[config.mk]
export PLATFORM = sky130hd
export DESIGN_NAME = quadrature_decoder_speed_estimator_top
export DESIGN_NICKNAME = d
export VERILOG_FILES = /design/src/sv/qdse_pkg.sv /design/src/sv/quadrature_decoder_speed_estimator_top.sv /design/src/sv/qdse_alu.sv /design/src/sv/qdse_quad.sv
export SDC_FILE = /design/constraint.sdc
export NUM_CORES = 2
export LEC_CHECK = 0
export ABC_AREA = 0
export BUFFER_PORTS_ARGS = -buffer_cell sky130_fd_sc_hd__buf_4
export CORE_UTILIZATION = 40
export DETAILED_ROUTE_END_ITERATION = 10
export PLACE_DENSITY_LB_ADDON = 0.12
export SLEW_MARGIN = 30
export SYNTH_ARGS = -nofsm -noshare
export SYNTH_HDL_FRONTEND = slang
export SYNTH_SLANG_ARGS = --single-unit
[constraint.sdc]
create_clock -name clock -period 16.29 [get_ports clock]
set_input_delay 0.8145 -clock clock [delete_from_list [all_inputs] [get_ports clock]]
set_output_delay 0.8145 -clock clock [all_outputs]
set_load 0.01 [all_outputs]
[src/sv/qdse_pkg.sv]
// shared types and constants of the quadrature decoder speed estimator
`timescale 1ns / 1ps
`default_nettype none
package qdse_pkg;

   // event codes on the request channel
   localparam logic [1:0] CMD_EDGE_A = 2'd0;
   localparam logic [1:0] CMD_EDGE_B = 2'd1;
   localparam logic [1:0] CMD_TICK   = 2'd2;

   // configuration register indexes
   localparam logic [1:0] CSR_MIRROR      = 2'd0;
   localparam logic [1:0] CSR_TICKS_REV   = 2'd1;
   localparam logic [1:0] CSR_MIN_INTERVAL = 2'd2;
   localparam logic [1:0] CSR_STOP_TIMEOUT = 2'd3;

   // direction codes, two bit signed
   localparam logic [1:0] DIR_STOP = 2'b00;
   localparam logic [1:0] DIR_FWD  = 2'b01;
   localparam logic [1:0] DIR_REV  = 2'b11;

   // reset values of the configuration registers
   localparam logic [15:0] TICKS_REV_RESET    = 16'd720;
   localparam logic [15:0] MIN_INTERVAL_RESET = 16'd10;
   localparam logic [15:0] STOP_TIMEOUT_RESET = 16'd100;

   // 2 * 3.14159 * 1000 scaled by 100; the q16 scale is a shift by FRAC_BITS
   localparam int unsigned SPEED_MUL_W = 20;
   localparam logic [SPEED_MUL_W-1:0] SPEED_MUL = 20'd628318;
   localparam int unsigned FRAC_BITS = 16;

   // 100 * ticks_per_rev, and times the 32 bit elapsed time
   localparam int unsigned TPR100_W = 23;
   localparam int unsigned DT_W     = 32;
   localparam int unsigned DEN_W    = TPR100_W + DT_W;
   localparam int unsigned QUO_W    = 32;

   typedef struct packed {
      logic up;
      logic down;
   } step_type;

endpackage
`default_nettype wire

[src/sv/quadrature_decoder_speed_estimator_top.sv]
// top level: quadrature decoder with iterative speed estimation
//
//  channel  | handshake             | payload
//  ---------+-----------------------+-----------------------------------------------
//  request  | req_valid / req_ready | req_command, req_level_a, req_level_b, req_now_ms
//  response | rsp_valid / rsp_ready | rsp_position, rsp_speed_q16, rsp_direction
//  csr      | csr_we (no wait)      | csr_index, csr_wdata
//
//  one beat in gives one beat out. an event that recomputes speed runs 20 shift-add
//  steps of the multiply by the speed constant and 32 restoring divide steps, all on
//  one shared adder; the divide steps are skipped when the quotient overflows.
//  req_ready is high only while the sequencer is idle; a finished result waits in
//  the response register, so the next beat is taken while it is still pending.
//  synchronous active high reset clears count, time marks, held speed, config.
`timescale 1ns / 1ps
`default_nettype none
module quadrature_decoder_speed_estimator_top #(
   parameter int unsigned COUNT_WIDTH = 32
) (
   input  wire logic        clock,
   input  wire logic        reset,
   // request channel
   input  wire logic        req_valid,
   output logic             req_ready,
   input  wire logic [1:0]  req_command,
   input  wire logic        req_level_a,
   input  wire logic        req_level_b,
   input  wire logic [31:0] req_now_ms,
   // response channel
   output logic             rsp_valid,
   input  wire logic        rsp_ready,
   output logic [31:0]      rsp_position,
   output logic [31:0]      rsp_speed_q16,
   output logic [1:0]       rsp_direction,
   // configuration writes
   input  wire logic        csr_we,
   input  wire logic [1:0]  csr_index,
   input  wire logic [15:0] csr_wdata
);

   localparam int unsigned CW      = COUNT_WIDTH;
   localparam int unsigned PROD_W  = CW + qdse_pkg::SPEED_MUL_W;
   localparam int unsigned SHDEN_W = qdse_pkg::DEN_W + qdse_pkg::FRAC_BITS;
   localparam int unsigned ALU_W   = (PROD_W > SHDEN_W) ? PROD_W : SHDEN_W;
   localparam int unsigned DEN_W   = qdse_pkg::DEN_W;
   localparam int unsigned FRAC    = qdse_pkg::FRAC_BITS;
   localparam int unsigned QUO_W   = qdse_pkg::QUO_W;
   localparam int unsigned MUL_W   = qdse_pkg::SPEED_MUL_W;
   localparam int unsigned IT_W    = $clog2(QUO_W);

   // sequencer states
   localparam logic [2:0] ST_IDLE = 3'd0;
   localparam logic [2:0] ST_PREP = 3'd1;
   localparam logic [2:0] ST_DEN  = 3'd2;
   localparam logic [2:0] ST_MUL  = 3'd3;
   localparam logic [2:0] ST_CMP  = 3'd4;
   localparam logic [2:0] ST_DIV  = 3'd5;
   localparam logic [2:0] ST_FIN  = 3'd6;

   // control and architectural state
   logic [2:0]    state_ff, state_in;
   logic [CW-1:0] count_ff, count_in;
   logic [CW-1:0] cau_ff, cau_in;         // count at last speed update
   logic [31:0]   tau_ff, tau_in;         // time at last speed update
   logic [31:0]   speed_held_ff, speed_held_in;
   logic [1:0]    dir_held_ff, dir_held_in;
   logic          rsp_valid_ff, rsp_valid_in;

   // configuration
   logic          mirror_ff;
   logic [15:0]   tpr_ff;
   logic [15:0]   min_ff;
   logic [15:0]   stop_ff;

   // datapath
   logic [31:0]                    now_ff, now_in;
   logic [31:0]                    dt_ff, dt_in;
   logic [CW-1:0]                  delta_ff, delta_in;
   logic [qdse_pkg::TPR100_W-1:0]  tpr100_ff, tpr100_in;
   logic [DEN_W-1:0]               den_ff, den_in;
   logic                           upd_ff, upd_in;
   logic                           stop_hit_ff, stop_hit_in;
   logic                           neg_ff, neg_in;
   logic                           magnz_ff, magnz_in;
   logic                           ovf_ff, ovf_in;
   logic [ALU_W-1:0]               acc_ff, acc_in;
   logic [PROD_W-1:0]              mag_sh_ff, mag_sh_in;
   logic [MUL_W-1:0]               mul_k_ff, mul_k_in;
   logic [DEN_W-1:0]               rem_ff, rem_in;
   logic [QUO_W-1:0]               src_ff, src_in;
   logic [QUO_W-1:0]               quo_ff, quo_in;
   logic [IT_W-1:0]                iter_ff, iter_in;

   // response payload
   logic [31:0] rsp_position_ff, rsp_position_in;
   logic [31:0] rsp_speed_ff, rsp_speed_in;
   logic [1:0]  rsp_dir_ff, rsp_dir_in;

   // shared adder
   logic [ALU_W-1:0] alu_a, alu_b, alu_sum;
   logic             alu_sub, alu_carry;

   // helpers
   logic                     req_fire;
   logic                     fin_fire;
   qdse_pkg::step_type       step;
   logic [15:0]              tpr_eff;
   logic [CW-1:0]            mag;
   logic [QUO_W:0]           q_mag;
   logic [31:0]              q_sat;
   logic [31:0]              speed_calc;
   logic [1:0]               dir_calc;
   logic [31:0]              speed_next;
   logic [1:0]               dir_next;

   assign req_ready = (state_ff == ST_IDLE);
   assign req_fire  = req_valid && req_ready;
   assign fin_fire  = (state_ff == ST_FIN) && (!rsp_valid_ff || rsp_ready);

   qdse_quad u_quad (
      .clock   (clock),
      .reset   (reset),
      .fire    (req_fire),
      .command (req_command),
      .level_a (req_level_a),
      .level_b (req_level_b),
      .mirror  (mirror_ff),
      .step    (step)
   );

   qdse_alu #(
      .WIDTH (ALU_W)
   ) u_alu (
      .op_a   (alu_a),
      .op_b   (alu_b),
      .sub    (alu_sub),
      .result (alu_sum),
      .carry  (alu_carry)
   );

   // zero ticks per revolution counts as one
   assign tpr_eff = (tpr_ff == 16'd0) ? 16'd1 : tpr_ff;
   // magnitude of the signed count delta
   assign mag = delta_ff[CW-1] ? (CW'(0) - delta_ff) : delta_ff;

   // quotient saturation and sign; overflow stands for anything at or above 2^32
   always_comb begin
      q_mag = ovf_ff ? {1'b1, {QUO_W{1'b0}}} : {1'b0, quo_ff};
      q_sat = 32'h0;
      if (neg_ff) begin
         q_sat      = (q_mag > 33'h0_8000_0000) ? 32'h8000_0000 : q_mag[31:0];
         speed_calc = 32'h0 - q_sat;
         dir_calc   = qdse_pkg::DIR_REV;
      end else begin
         speed_calc = (q_mag > 33'h0_7FFF_FFFF) ? 32'h7FFF_FFFF : q_mag[31:0];
         dir_calc   = magnz_ff ? qdse_pkg::DIR_FWD : qdse_pkg::DIR_STOP;
      end
      speed_next = upd_ff ? speed_calc : speed_held_ff;
      dir_next   = upd_ff ? dir_calc : dir_held_ff;
      // stop timeout wins over a fresh estimate
      if (stop_hit_ff) begin
         speed_next = 32'h0;
         dir_next   = qdse_pkg::DIR_STOP;
      end
   end

   // sequencer and datapath next state
   always_comb begin
      state_in        = state_ff;
      count_in        = count_ff;
      cau_in          = cau_ff;
      tau_in          = tau_ff;
      speed_held_in   = speed_held_ff;
      dir_held_in     = dir_held_ff;
      rsp_valid_in    = rsp_valid_ff && !rsp_ready;
      now_in          = now_ff;
      dt_in           = dt_ff;
      delta_in        = delta_ff;
      tpr100_in       = tpr100_ff;
      den_in          = den_ff;
      upd_in          = upd_ff;
      stop_hit_in     = stop_hit_ff;
      neg_in          = neg_ff;
      magnz_in        = magnz_ff;
      ovf_in          = ovf_ff;
      acc_in          = acc_ff;
      mag_sh_in       = mag_sh_ff;
      mul_k_in        = mul_k_ff;
      rem_in          = rem_ff;
      src_in          = src_ff;
      quo_in          = quo_ff;
      iter_in         = iter_ff;
      rsp_position_in = rsp_position_ff;
      rsp_speed_in    = rsp_speed_ff;
      rsp_dir_in      = rsp_dir_ff;
      alu_a           = '0;
      alu_b           = '0;
      alu_sub         = 1'b0;

      unique case (state_ff)
         ST_IDLE: begin
            if (req_fire) begin
               now_in = req_now_ms;
               if (step.up) begin
                  count_in = count_ff + CW'(1);
               end else if (step.down) begin
                  count_in = count_ff - CW'(1);
               end
               state_in = ST_PREP;
            end
         end
         ST_PREP: begin
            dt_in     = now_ff - tau_ff;
            delta_in  = count_ff - cau_ff;
            tpr100_in = {1'b0, tpr_eff, 6'b0} + {2'b0, tpr_eff, 5'b0}
                      + {5'b0, tpr_eff, 2'b0};
            state_in  = ST_DEN;
         end
         ST_DEN: begin
            upd_in      = dt_ff > {16'h0, min_ff};
            stop_hit_in = dt_ff > {16'h0, stop_ff};
            neg_in      = delta_ff[CW-1];
            magnz_in    = |delta_ff;
            den_in      = DEN_W'(tpr100_ff) * DEN_W'(dt_ff);
            acc_in      = '0;
            mag_sh_in   = PROD_W'(mag);
            mul_k_in    = qdse_pkg::SPEED_MUL;
            quo_in      = '0;
            ovf_in      = 1'b0;
            // the multiply and divide are skipped when no estimate survives or the delta is zero
            if ((dt_ff > {16'h0, min_ff}) && !(dt_ff > {16'h0, stop_ff}) && (|delta_ff)) begin
               state_in = ST_MUL;
            end else begin
               state_in = ST_FIN;
            end
         end
         ST_MUL: begin
            // shift-add over the bits of the speed constant, lsb first
            alu_a     = acc_ff;
            alu_b     = mul_k_ff[0] ? ALU_W'(mag_sh_ff) : '0;
            acc_in    = alu_sum;
            mag_sh_in = mag_sh_ff << 1;
            mul_k_in  = mul_k_ff >> 1;
            if (mul_k_ff[MUL_W-1:1] == '0) begin
               state_in = ST_CMP;
            end
         end
         ST_CMP: begin
            // product * 2^16 >= den * 2^32 means the quotient needs more than 32 bits
            alu_a   = acc_ff;
            alu_b   = ALU_W'({den_ff, {FRAC{1'b0}}});
            alu_sub = 1'b1;
            if (alu_carry) begin
               ovf_in   = 1'b1;
               state_in = ST_FIN;
            end else begin
               rem_in   = acc_ff[SHDEN_W-1:FRAC];
               src_in   = {acc_ff[FRAC-1:0], {(QUO_W-FRAC){1'b0}}};
               iter_in  = '0;
               state_in = ST_DIV;
            end
         end
         ST_DIV: begin
            // restoring divide, one quotient bit a cycle
            alu_a   = ALU_W'({rem_ff, src_ff[QUO_W-1]});
            alu_b   = ALU_W'(den_ff);
            alu_sub = 1'b1;
            if (alu_carry) begin
               rem_in = alu_sum[DEN_W-1:0];
            end else begin
               rem_in = {rem_ff[DEN_W-2:0], src_ff[QUO_W-1]};
            end
            quo_in  = {quo_ff[QUO_W-2:0], alu_carry};
            src_in  = src_ff << 1;
            iter_in = iter_ff + IT_W'(1);
            if (iter_ff == '1) begin
               state_in = ST_FIN;
            end
         end
         ST_FIN: begin
            if (fin_fire) begin
               speed_held_in   = speed_next;
               dir_held_in     = dir_next;
               if (upd_ff) begin
                  cau_in = count_ff;
                  tau_in = now_ff;
               end
               rsp_valid_in    = 1'b1;
               rsp_position_in = 32'($signed(count_ff));
               rsp_speed_in    = speed_next;
               rsp_dir_in      = dir_next;
               state_in        = ST_IDLE;
            end
         end
         default: begin
            state_in = ST_IDLE;
         end
      endcase
   end

   // control registers
   always_ff @(posedge clock) begin
      if (reset) begin
         state_ff      <= ST_IDLE;
         count_ff      <= '0;
         cau_ff        <= '0;
         tau_ff        <= '0;
         speed_held_ff <= '0;
         dir_held_ff   <= qdse_pkg::DIR_STOP;
         rsp_valid_ff  <= 1'b0;
      end else begin
         state_ff      <= state_in;
         count_ff      <= count_in;
         cau_ff        <= cau_in;
         tau_ff        <= tau_in;
         speed_held_ff <= speed_held_in;
         dir_held_ff   <= dir_held_in;
         rsp_valid_ff  <= rsp_valid_in;
      end
   end

   // configuration registers, unknown indexes fall through
   always_ff @(posedge clock) begin
      if (reset) begin
         mirror_ff <= 1'b0;
         tpr_ff    <= qdse_pkg::TICKS_REV_RESET;
         min_ff    <= qdse_pkg::MIN_INTERVAL_RESET;
         stop_ff   <= qdse_pkg::STOP_TIMEOUT_RESET;
      end else if (csr_we) begin
         unique case (csr_index)
            qdse_pkg::CSR_MIRROR:       mirror_ff <= csr_wdata[0];
            qdse_pkg::CSR_TICKS_REV:    tpr_ff    <= csr_wdata;
            qdse_pkg::CSR_MIN_INTERVAL: min_ff    <= csr_wdata;
            qdse_pkg::CSR_STOP_TIMEOUT: stop_ff   <= csr_wdata;
            default:                    mirror_ff <= mirror_ff;
         endcase
      end
   end

   // payload registers
   always_ff @(posedge clock) begin
      now_ff          <= now_in;
      dt_ff           <= dt_in;
      delta_ff        <= delta_in;
      tpr100_ff       <= tpr100_in;
      den_ff          <= den_in;
      upd_ff          <= upd_in;
      stop_hit_ff     <= stop_hit_in;
      neg_ff          <= neg_in;
      magnz_ff        <= magnz_in;
      ovf_ff          <= ovf_in;
      acc_ff          <= acc_in;
      mag_sh_ff       <= mag_sh_in;
      mul_k_ff        <= mul_k_in;
      rem_ff          <= rem_in;
      src_ff          <= src_in;
      quo_ff          <= quo_in;
      iter_ff         <= iter_in;
      rsp_position_ff <= rsp_position_in;
      rsp_speed_ff    <= rsp_speed_in;
      rsp_dir_ff      <= rsp_dir_in;
   end

   assign rsp_valid     = rsp_valid_ff;
   assign rsp_position  = rsp_position_ff;
   assign rsp_speed_q16 = rsp_speed_ff;
   assign rsp_direction = rsp_dir_ff;

   // an accepted beat always starts the sequencer
   a_fire_starts: assert property (@(posedge clock) disable iff (reset)
      req_valid && req_ready |=> state_ff == ST_PREP)
      else $error("accepted beat did not start the sequencer");

   // divide remainder stays below the divisor
   a_rem_bound: assert property (@(posedge clock) disable iff (reset)
      state_ff == ST_DIV |-> rem_ff < den_ff)
      else $error("divide remainder not below divisor");

   // forward direction never carries a negative speed
   a_fwd_sign: assert property (@(posedge clock) disable iff (reset)
      rsp_valid && rsp_direction == qdse_pkg::DIR_FWD |-> !rsp_speed_q16[31])
      else $error("forward direction with negative speed");

   // stopped means zero speed
   a_stop_zero: assert property (@(posedge clock) disable iff (reset)
      rsp_valid && rsp_direction == qdse_pkg::DIR_STOP |-> rsp_speed_q16 == 32'h0)
      else $error("stopped direction with nonzero speed");

endmodule
`default_nettype wire

[src/sv/qdse_alu.sv]
// shared add and subtract unit of the speed sequencer
`timescale 1ns / 1ps
`default_nettype none
module qdse_alu #(
   parameter int unsigned WIDTH = 72
) (
   input  wire logic [WIDTH-1:0] op_a,
   input  wire logic [WIDTH-1:0] op_b,
   input  wire logic             sub,
   output logic      [WIDTH-1:0] result,
   output logic                  carry
);

   logic [WIDTH-1:0] op_b_eff;

   // carry out on subtract means op_a >= op_b
   assign op_b_eff = sub ? ~op_b : op_b;
   assign {carry, result} = {1'b0, op_a} + {1'b0, op_b_eff} + {{WIDTH{1'b0}}, sub};

endmodule
`default_nettype wire

[src/sv/qdse_quad.sv]
// quadrature edge decoder: stored channel levels and count step
`timescale 1ns / 1ps
`default_nettype none
module qdse_quad (
   input  wire logic              clock,
   input  wire logic              reset,
   input  wire logic              fire,
   input  wire logic [1:0]        command,
   input  wire logic              level_a,
   input  wire logic              level_b,
   input  wire logic              mirror,
   output qdse_pkg::step_type     step
);

   logic a_now_ff, a_now_in;
   logic b_now_ff, b_now_in;
   logic up_raw, down_raw;

   always_comb begin
      a_now_in = a_now_ff;
      b_now_in = b_now_ff;
      up_raw   = 1'b0;
      down_raw = 1'b0;
      priority if (command == qdse_pkg::CMD_EDGE_A) begin
         a_now_in = level_a;
         if (level_a != a_now_ff) begin
            up_raw   = (level_a != b_now_ff);
            down_raw = (level_a == b_now_ff);
         end
      end else if (command == qdse_pkg::CMD_EDGE_B) begin
         b_now_in = level_b;
         if (level_b != b_now_ff) begin
            up_raw   = (level_b == a_now_ff);
            down_raw = (level_b != a_now_ff);
         end
      end else begin
         // update tick or unused code: no edge
         a_now_in = a_now_ff;
      end
   end

   // mirror swaps count direction
   assign step.up   = mirror ? down_raw : up_raw;
   assign step.down = mirror ? up_raw : down_raw;

   always_ff @(posedge clock) begin
      if (reset) begin
         a_now_ff <= 1'b0;
         b_now_ff <= 1'b0;
      end else if (fire) begin
         a_now_ff <= a_now_in;
         b_now_ff <= b_now_in;
      end
   end

endmodule
`default_nettype wire

---- Word-level counts from Yosys, hierarchy flattened ----
Cells that the tools add are included.
storage, ports and cells
  ROM bits ................................ 0
  logic and storage cells ................. 160
  memories ................................ 0
  input port bits ......................... 59
  latch bits .............................. 0
  register bits ........................... 697
  memory bits (writable) .................. 0
  output and inout port bits .............. 68
cells by class
  shift operators ......................... 0
  $mul .................................... 1
  bitwise logic cells ..................... 2
  reduce and logical (&&, ||, !) cells .... 35
  div/mod/pow operators ................... 0
  eq/ne operators ......................... 23
  $lt $le $gt $ge ......................... 4
  add/subtract/negate cells ............... 11
  multiplexer cells ....................... 51
operators with widths
  kind                                                                     number
  32-bit 2-to-1 mux                                                        9
  71-bit case mux with 2 select lines                                      2
  71-bit case mux with 3 select lines                                      1
  32-bit case mux with 2 select lines                                      2
  55-bit 2-to-1 mux                                                        2
  55-bit case mux with 2 select lines                                      1
  52-bit case mux with 2 select lines                                      1
  71-bit by 71-bit adder with 72-bit output                                1
  72-bit by 1-bit adder with 72-bit output                                 1
  71-bit 2-to-1 mux                                                        1
  71-bit NOT                                                               1
  32-bit by 16-bit > comparator with 1-bit output                          2
  1-bit by 32-bit subtractor with 32-bit output (first input constant)     2
  32-bit subtractor                                                        2
  23-bit by 32-bit multiplier with 55-bit output                           1
  52-bit 2-to-1 mux                                                        1
  20-bit case mux with 2 select lines                                      1
  33-bit by 31-bit > comparator with 1-bit output (second input constant)  1
  33-bit by 32-bit > comparator with 1-bit output (second input constant)  1
  33-bit 2-to-1 mux                                                        1
  32-bit by 1-bit adder with 32-bit output (second input constant)         1
  32-bit OR reduction                                                      1
  32-bit by 1-bit subtractor with 32-bit output (second input constant)    1
  22-bit by 21-bit adder with 23-bit output                                1
  other kinds (33)                                                         89

---- Depth between registers and ports, before layout ----
  depth after elaboration ................. 8
  mapped depth ............................ 27
  gate-level depth less buffers ........... 26

---- Hierarchy ----
Synthesis repeated with hierarchy kept, for this count alone.
second synthesis, totals
  cells, all modules ...................... 6705
  area total of the unflattened synthesis .. 62377.3 µm²
modules (own cells, without submodules)
  module                                  instances  area an instance (µm²)  sequential area each (µm²)  cells an instance
  quadrature_decoder_speed_estimator_top  1          57053.5                 18437.7                     5931
  qdse_alu                                1          5101.1                  0.0                         750
  qdse_quad                               1          222.7                   40.0                        24

---- Least setup slack after synthesis ----
OpenSTA, ideal clock, no wires.
  path kind ............................... reg2reg
  from .................................... register state_ff[0]
  to ...................................... register iter_ff[0], enable pin
  library setup time ...................... 0.535 ns
  arrival time ............................ 7.851 ns
  clock period less this slack ............ 8.386 ns
  required time ........................... 15.755 ns
  path buffers ............................ 6
  cell stages (with the launch flop) ...... 21
  slack ................................... 7.904 ns
  cell sequence ........................... dfxtp_1 clkbuf_1 inv_1 clkbuf_1 nor2_1 inv_1 o21ai_1 clkbuf_1 a22o_1 ha_1 clkbuf_1 and4_1 and2_1 o21ai_1 o211ai_1 o2111a_1 o31ai_1 or3b_1 buf_2 buf_2 a21oi_1
on the way
  cells in the longest elaborated chain, start to end .. 8
  elaborated cells between the ends (all ways) .. 15
  classes of those cells .................. add/sub: 2; eq/ne: 4; mux: 4; bitwise: 1; reduce/logical: 4
RTL lines
  item                                                                                          RTL line                                                       text
  from (decl)                                                                                   quadrature_decoder_speed_estimator_top.sv:61                   logic [2:0] state_ff, state_in;
  from (signal assigned)                                                                        quadrature_decoder_speed_estimator_top.sv:312                  state_ff <= state_in;
  3-bit equality test / 3-bit by 2-bit equality test with 1-bit output (equally long branches)  quadrature_decoder_speed_estimator_top.sv:200                  unique case (state_ff)
  71-bit case mux with 3 select lines / 2-bit OR reduction (equally long branches)              --
  71-bit NOT / 1-bit 2-to-1 mux (equally long branches)                                         qdse_alu.sv:17, quadrature_decoder_speed_estimator_top.sv:200
  71-bit 2-to-1 mux                                                                             qdse_alu.sv:17                                                 assign op_b_eff = sub ? ~op_b : op_b;
  71-bit by 71-bit adder with 72-bit output                                                     qdse_alu.sv:18                                                 assign {carry, result} = {1'b0, op_a} + {1'b0, op_b_eff} + {{WIDTH{1'b0}}, sub};
  72-bit by 1-bit adder with 72-bit output                                                      qdse_alu.sv:18
  2-bit != test (no source line)                                                                --
  2-bit AND reduction (no source line) (*)                                                      --
  to (signal assigned)                                                                          quadrature_decoder_speed_estimator_top.sv:358                  iter_ff <= iter_in;
  to (decl)                                                                                     quadrature_decoder_speed_estimator_top.sv:92                   logic [IT_W-1:0] iter_ff, iter_in;
Every way passes the cells marked *; elsewhere a longest branch is shown, timed or not.
A chain may end at the register's enable or synchronous reset.

---- Worst setup path after layout ----
  from .................................... register tpr100_ff[11] (netlist name)
  to ...................................... register den_ff[53] (data pin)
on the way
  cells in the longest elaborated chain, start to end .. 1
RTL lines
  item                                            RTL line                                       text
  from (decl)                                     quadrature_decoder_speed_estimator_top.sv:79   logic [qdse_pkg::TPR100_W-1:0] tpr100_ff, tpr100_in;
  from (signal assigned)                          quadrature_decoder_speed_estimator_top.sv:345  tpr100_ff <= tpr100_in;
  23-bit by 32-bit multiplier with 55-bit output  quadrature_decoder_speed_estimator_top.sv:224  den_in = DEN_W'(tpr100_ff) * DEN_W'(dt_ff);
  to (signal assigned)                            quadrature_decoder_speed_estimator_top.sv:346  den_ff <= den_in;
  to (decl)                                       quadrature_decoder_speed_estimator_top.sv:80   logic [DEN_W-1:0] den_ff, den_in;
Every way passes these cells.

==> impl_results.rst <==
.. list-table::
   :header-rows: 1

   * - Metric
     - Value
   * - Drc violations
     - 0
   * - Number of iterations in the first detailed-routing pass
     - 6
   * - Synth Area per Inst
     - 9.28 um2
   * - Area leader, netlist
     - sky130_fd_sc_hd__edfxtp_1
   * - Count of mapped cells out of synthesis
     - 6662
   * - Hold violation count in the final report
     - 0
   * - Required time reported for the critical path endpoint
     - 16.71 ns
   * - Critical Path Most Common Cell
     - sky130_fd_sc_hd__fa_1
   * - Height of the die
     - 395 um
   * - Maximum single-stage delay on the critical path
     - 0.63 ns
   * - Count of nets left with antenna violations after detail routing
     - 0
   * - Total Wirelength
     - 175000 um
   * - Weighted congestion at the end of routability-driven global placement
     - 0.861
   * - # resized after CTS
     - 0
   * - Clock slew at the register clock pins of the worst setup and hold paths
     - 0.06 ns
   * - DIE WIDTH
     - 395 um
   * - Initial antenna violation count
     - 1
   * - TritonCTS clock tree
     - yes
   * - Sequential cell area fraction in the yosys report
     - 0.299
   * - Area of the placeable core
     - 153000 um2
   * - Setup repair after global routing missed its margin
     - no
   * - Leading post-synthesis cells by cell area
     - sky130_fd_sc_hd__edfxtp_1 (24%), sky130_fd_sc_hd__fa_1 (19%), sky130_fd_sc_hd__ha_1 (9.0%)
   * - Clk Tree Root Cell
     - sky130_fd_sc_hd__clkbuf_16
   * - Routed vias/inst
     - 5.35
   * - Warnings from Yosys
     - 0
   * - Worst slew pin tran
     - 0.968 ns
   * - Flip-flop cell with the highest count after synthesis
     - sky130_fd_sc_hd__edfxtp_1
   * - Grt total ovfl
     - 0
   * - Net total in the final layout
     - 7681
   * - Maximum number of pins on one net before global-route repair
     - 99
   * - Half-perimeter wire length after placement
     - 129000 um
   * - Port buffer count
     - 126
   * - Net count of the mapped netlist
     - 7751
   * - WL/cell
     - 20.1 um
   * - Die Area
     - 156000 um2
   * - Most frequent cells after synthesis
     - sky130_fd_sc_hd__nand2_1 (942), sky130_fd_sc_hd__inv_1 (854), sky130_fd_sc_hd__fa_1 (586), sky130_fd_sc_hd__edfxtp_1 (492), sky130_fd_sc_hd__a21oi_1 (449)
   * - Vias after detailed routing
     - 46.5k
   * - Number of global-route vias before repair
     - 46.7k
   * - Clock tree buffer depth
     - 3
   * - # setup viols final
     - 0
   * - Post-layout min period
     - 8.23 ns
   * - Fin Setup TNS
     - 0 ns
   * - Post-synthesis async set-or-reset flop share
     - 0
   * - Crit-path slowest cell
     - sky130_fd_sc_hd__edfxtp_1
   * - Number of buffers added by the clock tree synthesis step
     - 81
   * - Total global-route track usage
     - 0.223
   * - Std-Cell Rows
     - 143
   * - Worst-case hold slack
     - 0.288 ns
   * - Num ports
     - 127
   * - Wire length of the first global-routing pass
     - 274000 um
   * - Mapped Area
     - 61800 um2
   * - Delay-heaviest family, CP
     - adder cells
   * - Critical path class
     - reg2reg
   * - Setup crit start kind
     - flop
   * - Total of flip-flops plus latches after synthesis
     - 677
   * - Layout area overhead
     - 9.20%
   * - Final cycle utilization of the critical path
     - 0.505
   * - Endpoint arrival time on the critical path
     - 8.66 ns
   * - Post-synth cell types
     - 93
   * - Number of synthesized flops with an enable pin
     - 492
   * - Top-area cell type share of the netlist area
     - 0.239
   * - Worst skew pair latency
     - 0.70 ns
   * - Result of the run
     - finished clean
   * - Post-CTS setup buffers
     - 0
   * - CP bufs+invs
     - 7
   * - H-Tree Level Count
     - 3
   * - Maximum fanout count along the critical path
     - 18
   * - Final worst clock skew
     - 0.0730 ns
   * - Maximum frequency from static timing analysis
     - 0.121 GHz
   * - Type of element capturing the critical path
     - flop
   * - Fraction of final layout cells sized beyond drive strength 1
     - 0.0610
   * - Tightest slew margin relative to the limit
     - 0.353
   * - Pins Over Slew Limit
     - 0
   * - Initial cell density of the core
     - 0.405
   * - Path category of the worst min-delay check
     - in2reg
   * - Clock Sink Count
     - 677
   * - Number of DRC violations after detailed-routing iteration 0
     - 3142
   * - CTS hold repair buffers
     - 0
   * - Max capacitance violation total
     - 0
   * - Most frequent cell after synthesis
     - sky130_fd_sc_hd__nand2_1
## final timing paths
check	to	cells past startpoint	slack, ns	startpoint
setup / recovery	den_ff[53]$_DFFE_PP_	26	8.06	tpr100_ff[11]$_DFFE_PP_
hold / removal	now_ff[6]$_DFFE_PP_	1	0.29	req_now_ms[6]
setup reg to reg	den_ff[53]$_DFFE_PP_	26	8.06	tpr100_ff[11]$_DFFE_PP_
hold reg to reg	tau_ff[3]$_SDFFE_PP0P_	2	0.45	tau_ff[3]$_SDFFE_PP0P_
## placed cells by master (no fill, tap or decap), types with 20 or more instances in the layout
master | Yosys | routed
sky130_fd_sc_hd__nand4_1 | 52 | 52
sky130_fd_sc_hd__xor2_1 | 97 | 97
sky130_fd_sc_hd__fa_1 | 586 | 586
sky130_fd_sc_hd__a21oi_1 | 449 | 448
sky130_fd_sc_hd__a22oi_1 | 20 | 20
sky130_fd_sc_hd__o211ai_1 | 26 | 26
sky130_fd_sc_hd__o21ai_1 | 34 | 32
sky130_fd_sc_hd__inv_1 | 854 | 851
sky130_fd_sc_hd__xnor2_1 | 128 | 128
sky130_fd_sc_hd__nor2_1 | 266 | 262
sky130_fd_sc_hd__nor4_1 | 27 | 27
sky130_fd_sc_hd__nor3_1 | 75 | 74
sky130_fd_sc_hd__or3_1 | 41 | 41
sky130_fd_sc_hd__and3_1 | 84 | 83
sky130_fd_sc_hd__and2_1 | 406 | 404
sky130_fd_sc_hd__clkbuf_16 | 0 | 83
sky130_fd_sc_hd__nand2b_1 | 45 | 45
sky130_fd_sc_hd__dfxtp_1 | 185 | 184
sky130_fd_sc_hd__a22o_1 | 86 | 86
sky130_fd_sc_hd__o21bai_1 | 30 | 30
sky130_fd_sc_hd__ha_1 | 444 | 444
sky130_fd_sc_hd__a31oi_1 | 30 | 30
sky130_fd_sc_hd__mux2i_1 | 104 | 104
sky130_fd_sc_hd__nor2b_1 | 32 | 31
sky130_fd_sc_hd__o21ai_0 | 220 | 219
sky130_fd_sc_hd__a21o_1 | 118 | 118
sky130_fd_sc_hd__o21a_1 | 59 | 59
sky130_fd_sc_hd__edfxtp_1 | 492 | 492
sky130_fd_sc_hd__o31ai_1 | 22 | 22
sky130_fd_sc_hd__a211oi_1 | 38 | 38
sky130_fd_sc_hd__buf_4 | 5 | 203
sky130_fd_sc_hd__nand3_1 | 80 | 80
sky130_fd_sc_hd__nand2_1 | 942 | 940
## worst reg2reg max path: stages (launching register included)
cell,delay [ns]
sky130_fd_sc_hd__edfxtp_1,0.63
sky130_fd_sc_hd__buf_4,0.32
sky130_fd_sc_hd__and2_1,0.21
sky130_fd_sc_hd__fa_1,0.53
sky130_fd_sc_hd__inv_1,0.05
sky130_fd_sc_hd__fa_1,0.50
sky130_fd_sc_hd__inv_1,0.06
sky130_fd_sc_hd__fa_1,0.51
sky130_fd_sc_hd__inv_1,0.06
sky130_fd_sc_hd__fa_1,0.53
sky130_fd_sc_hd__inv_1,0.05
sky130_fd_sc_hd__fa_1,0.45
sky130_fd_sc_hd__fa_1,0.49
sky130_fd_sc_hd__inv_1,0.05
sky130_fd_sc_hd__fa_1,0.47
sky130_fd_sc_hd__inv_1,0.04
sky130_fd_sc_hd__ha_1,0.35
sky130_fd_sc_hd__and3_1,0.19
sky130_fd_sc_hd__a41o_1,0.23
sky130_fd_sc_hd__a211o_1,0.24
sky130_fd_sc_hd__o21ai_0,0.34
sky130_fd_sc_hd__o221ai_1,0.32
sky130_fd_sc_hd__a31oi_1,0.34
sky130_fd_sc_hd__a31oi_1,0.16
sky130_fd_sc_hd__o41ai_1,0.46
sky130_fd_sc_hd__o21ai_0,0.22
sky130_fd_sc_hd__xor2_1,0.19
## final cells by class
type | instances | area, um2
clock buffers | 103 | 2200
repair buffers | 210 | 1620
well taps | 2030 | 2540
flip-flops and latches | 677 | 18500
clock inverters | 45 | 624
diodes | 2 | 5.00
multi-input cells | 4767 | 38800
inverters | 855 | 3220
fillers | 14900 | 85100
## registers in the layout, summed over array words and instances, names as in the netlist, 52 cells and up
register,cells
acc_ff,71
den_ff,53
mag_sh_ff,52
rem_ff,55
## per-stage QoR
step,setup WS [ns],util,cells,cell area (um2)
global route,7.77,0.442,8688,67500
CTS,8.11,0.442,8685,67500
floorplan,7.90,-,6662,61800
detailed placement,8.10,0.424,8537,64600
global placement,8.10,0.423,8534,64600
finish,8.06,0.442,8689,67500
## layer usage
metal	part of all wire	up-vias	global-route usage	routed length [um]
met5	0	-	0	0
li1	-	22200	-	-
met3	0.045	168	0.0253	7880
met4	0.016	0	0.0430	2810
met2	0.46	1044	0.356	80000
met1	0.48	23100	0.327	84300
## cell families after synthesis
family	share of synthesized area
XOR/XNOR	0.0319
AND/OR/NAND/NOR	0.165
multiplexers	0.0172
adder cells (fa/ha/maj)	0.280
flip-flops	0.299
AO/OA/AOI/OAI	0.133
buffers and inverters	0.0745
Power is left out: the tool's default activity adds up to more than one toggle a clock period on the data nets, which glitch-free logic cannot reach.
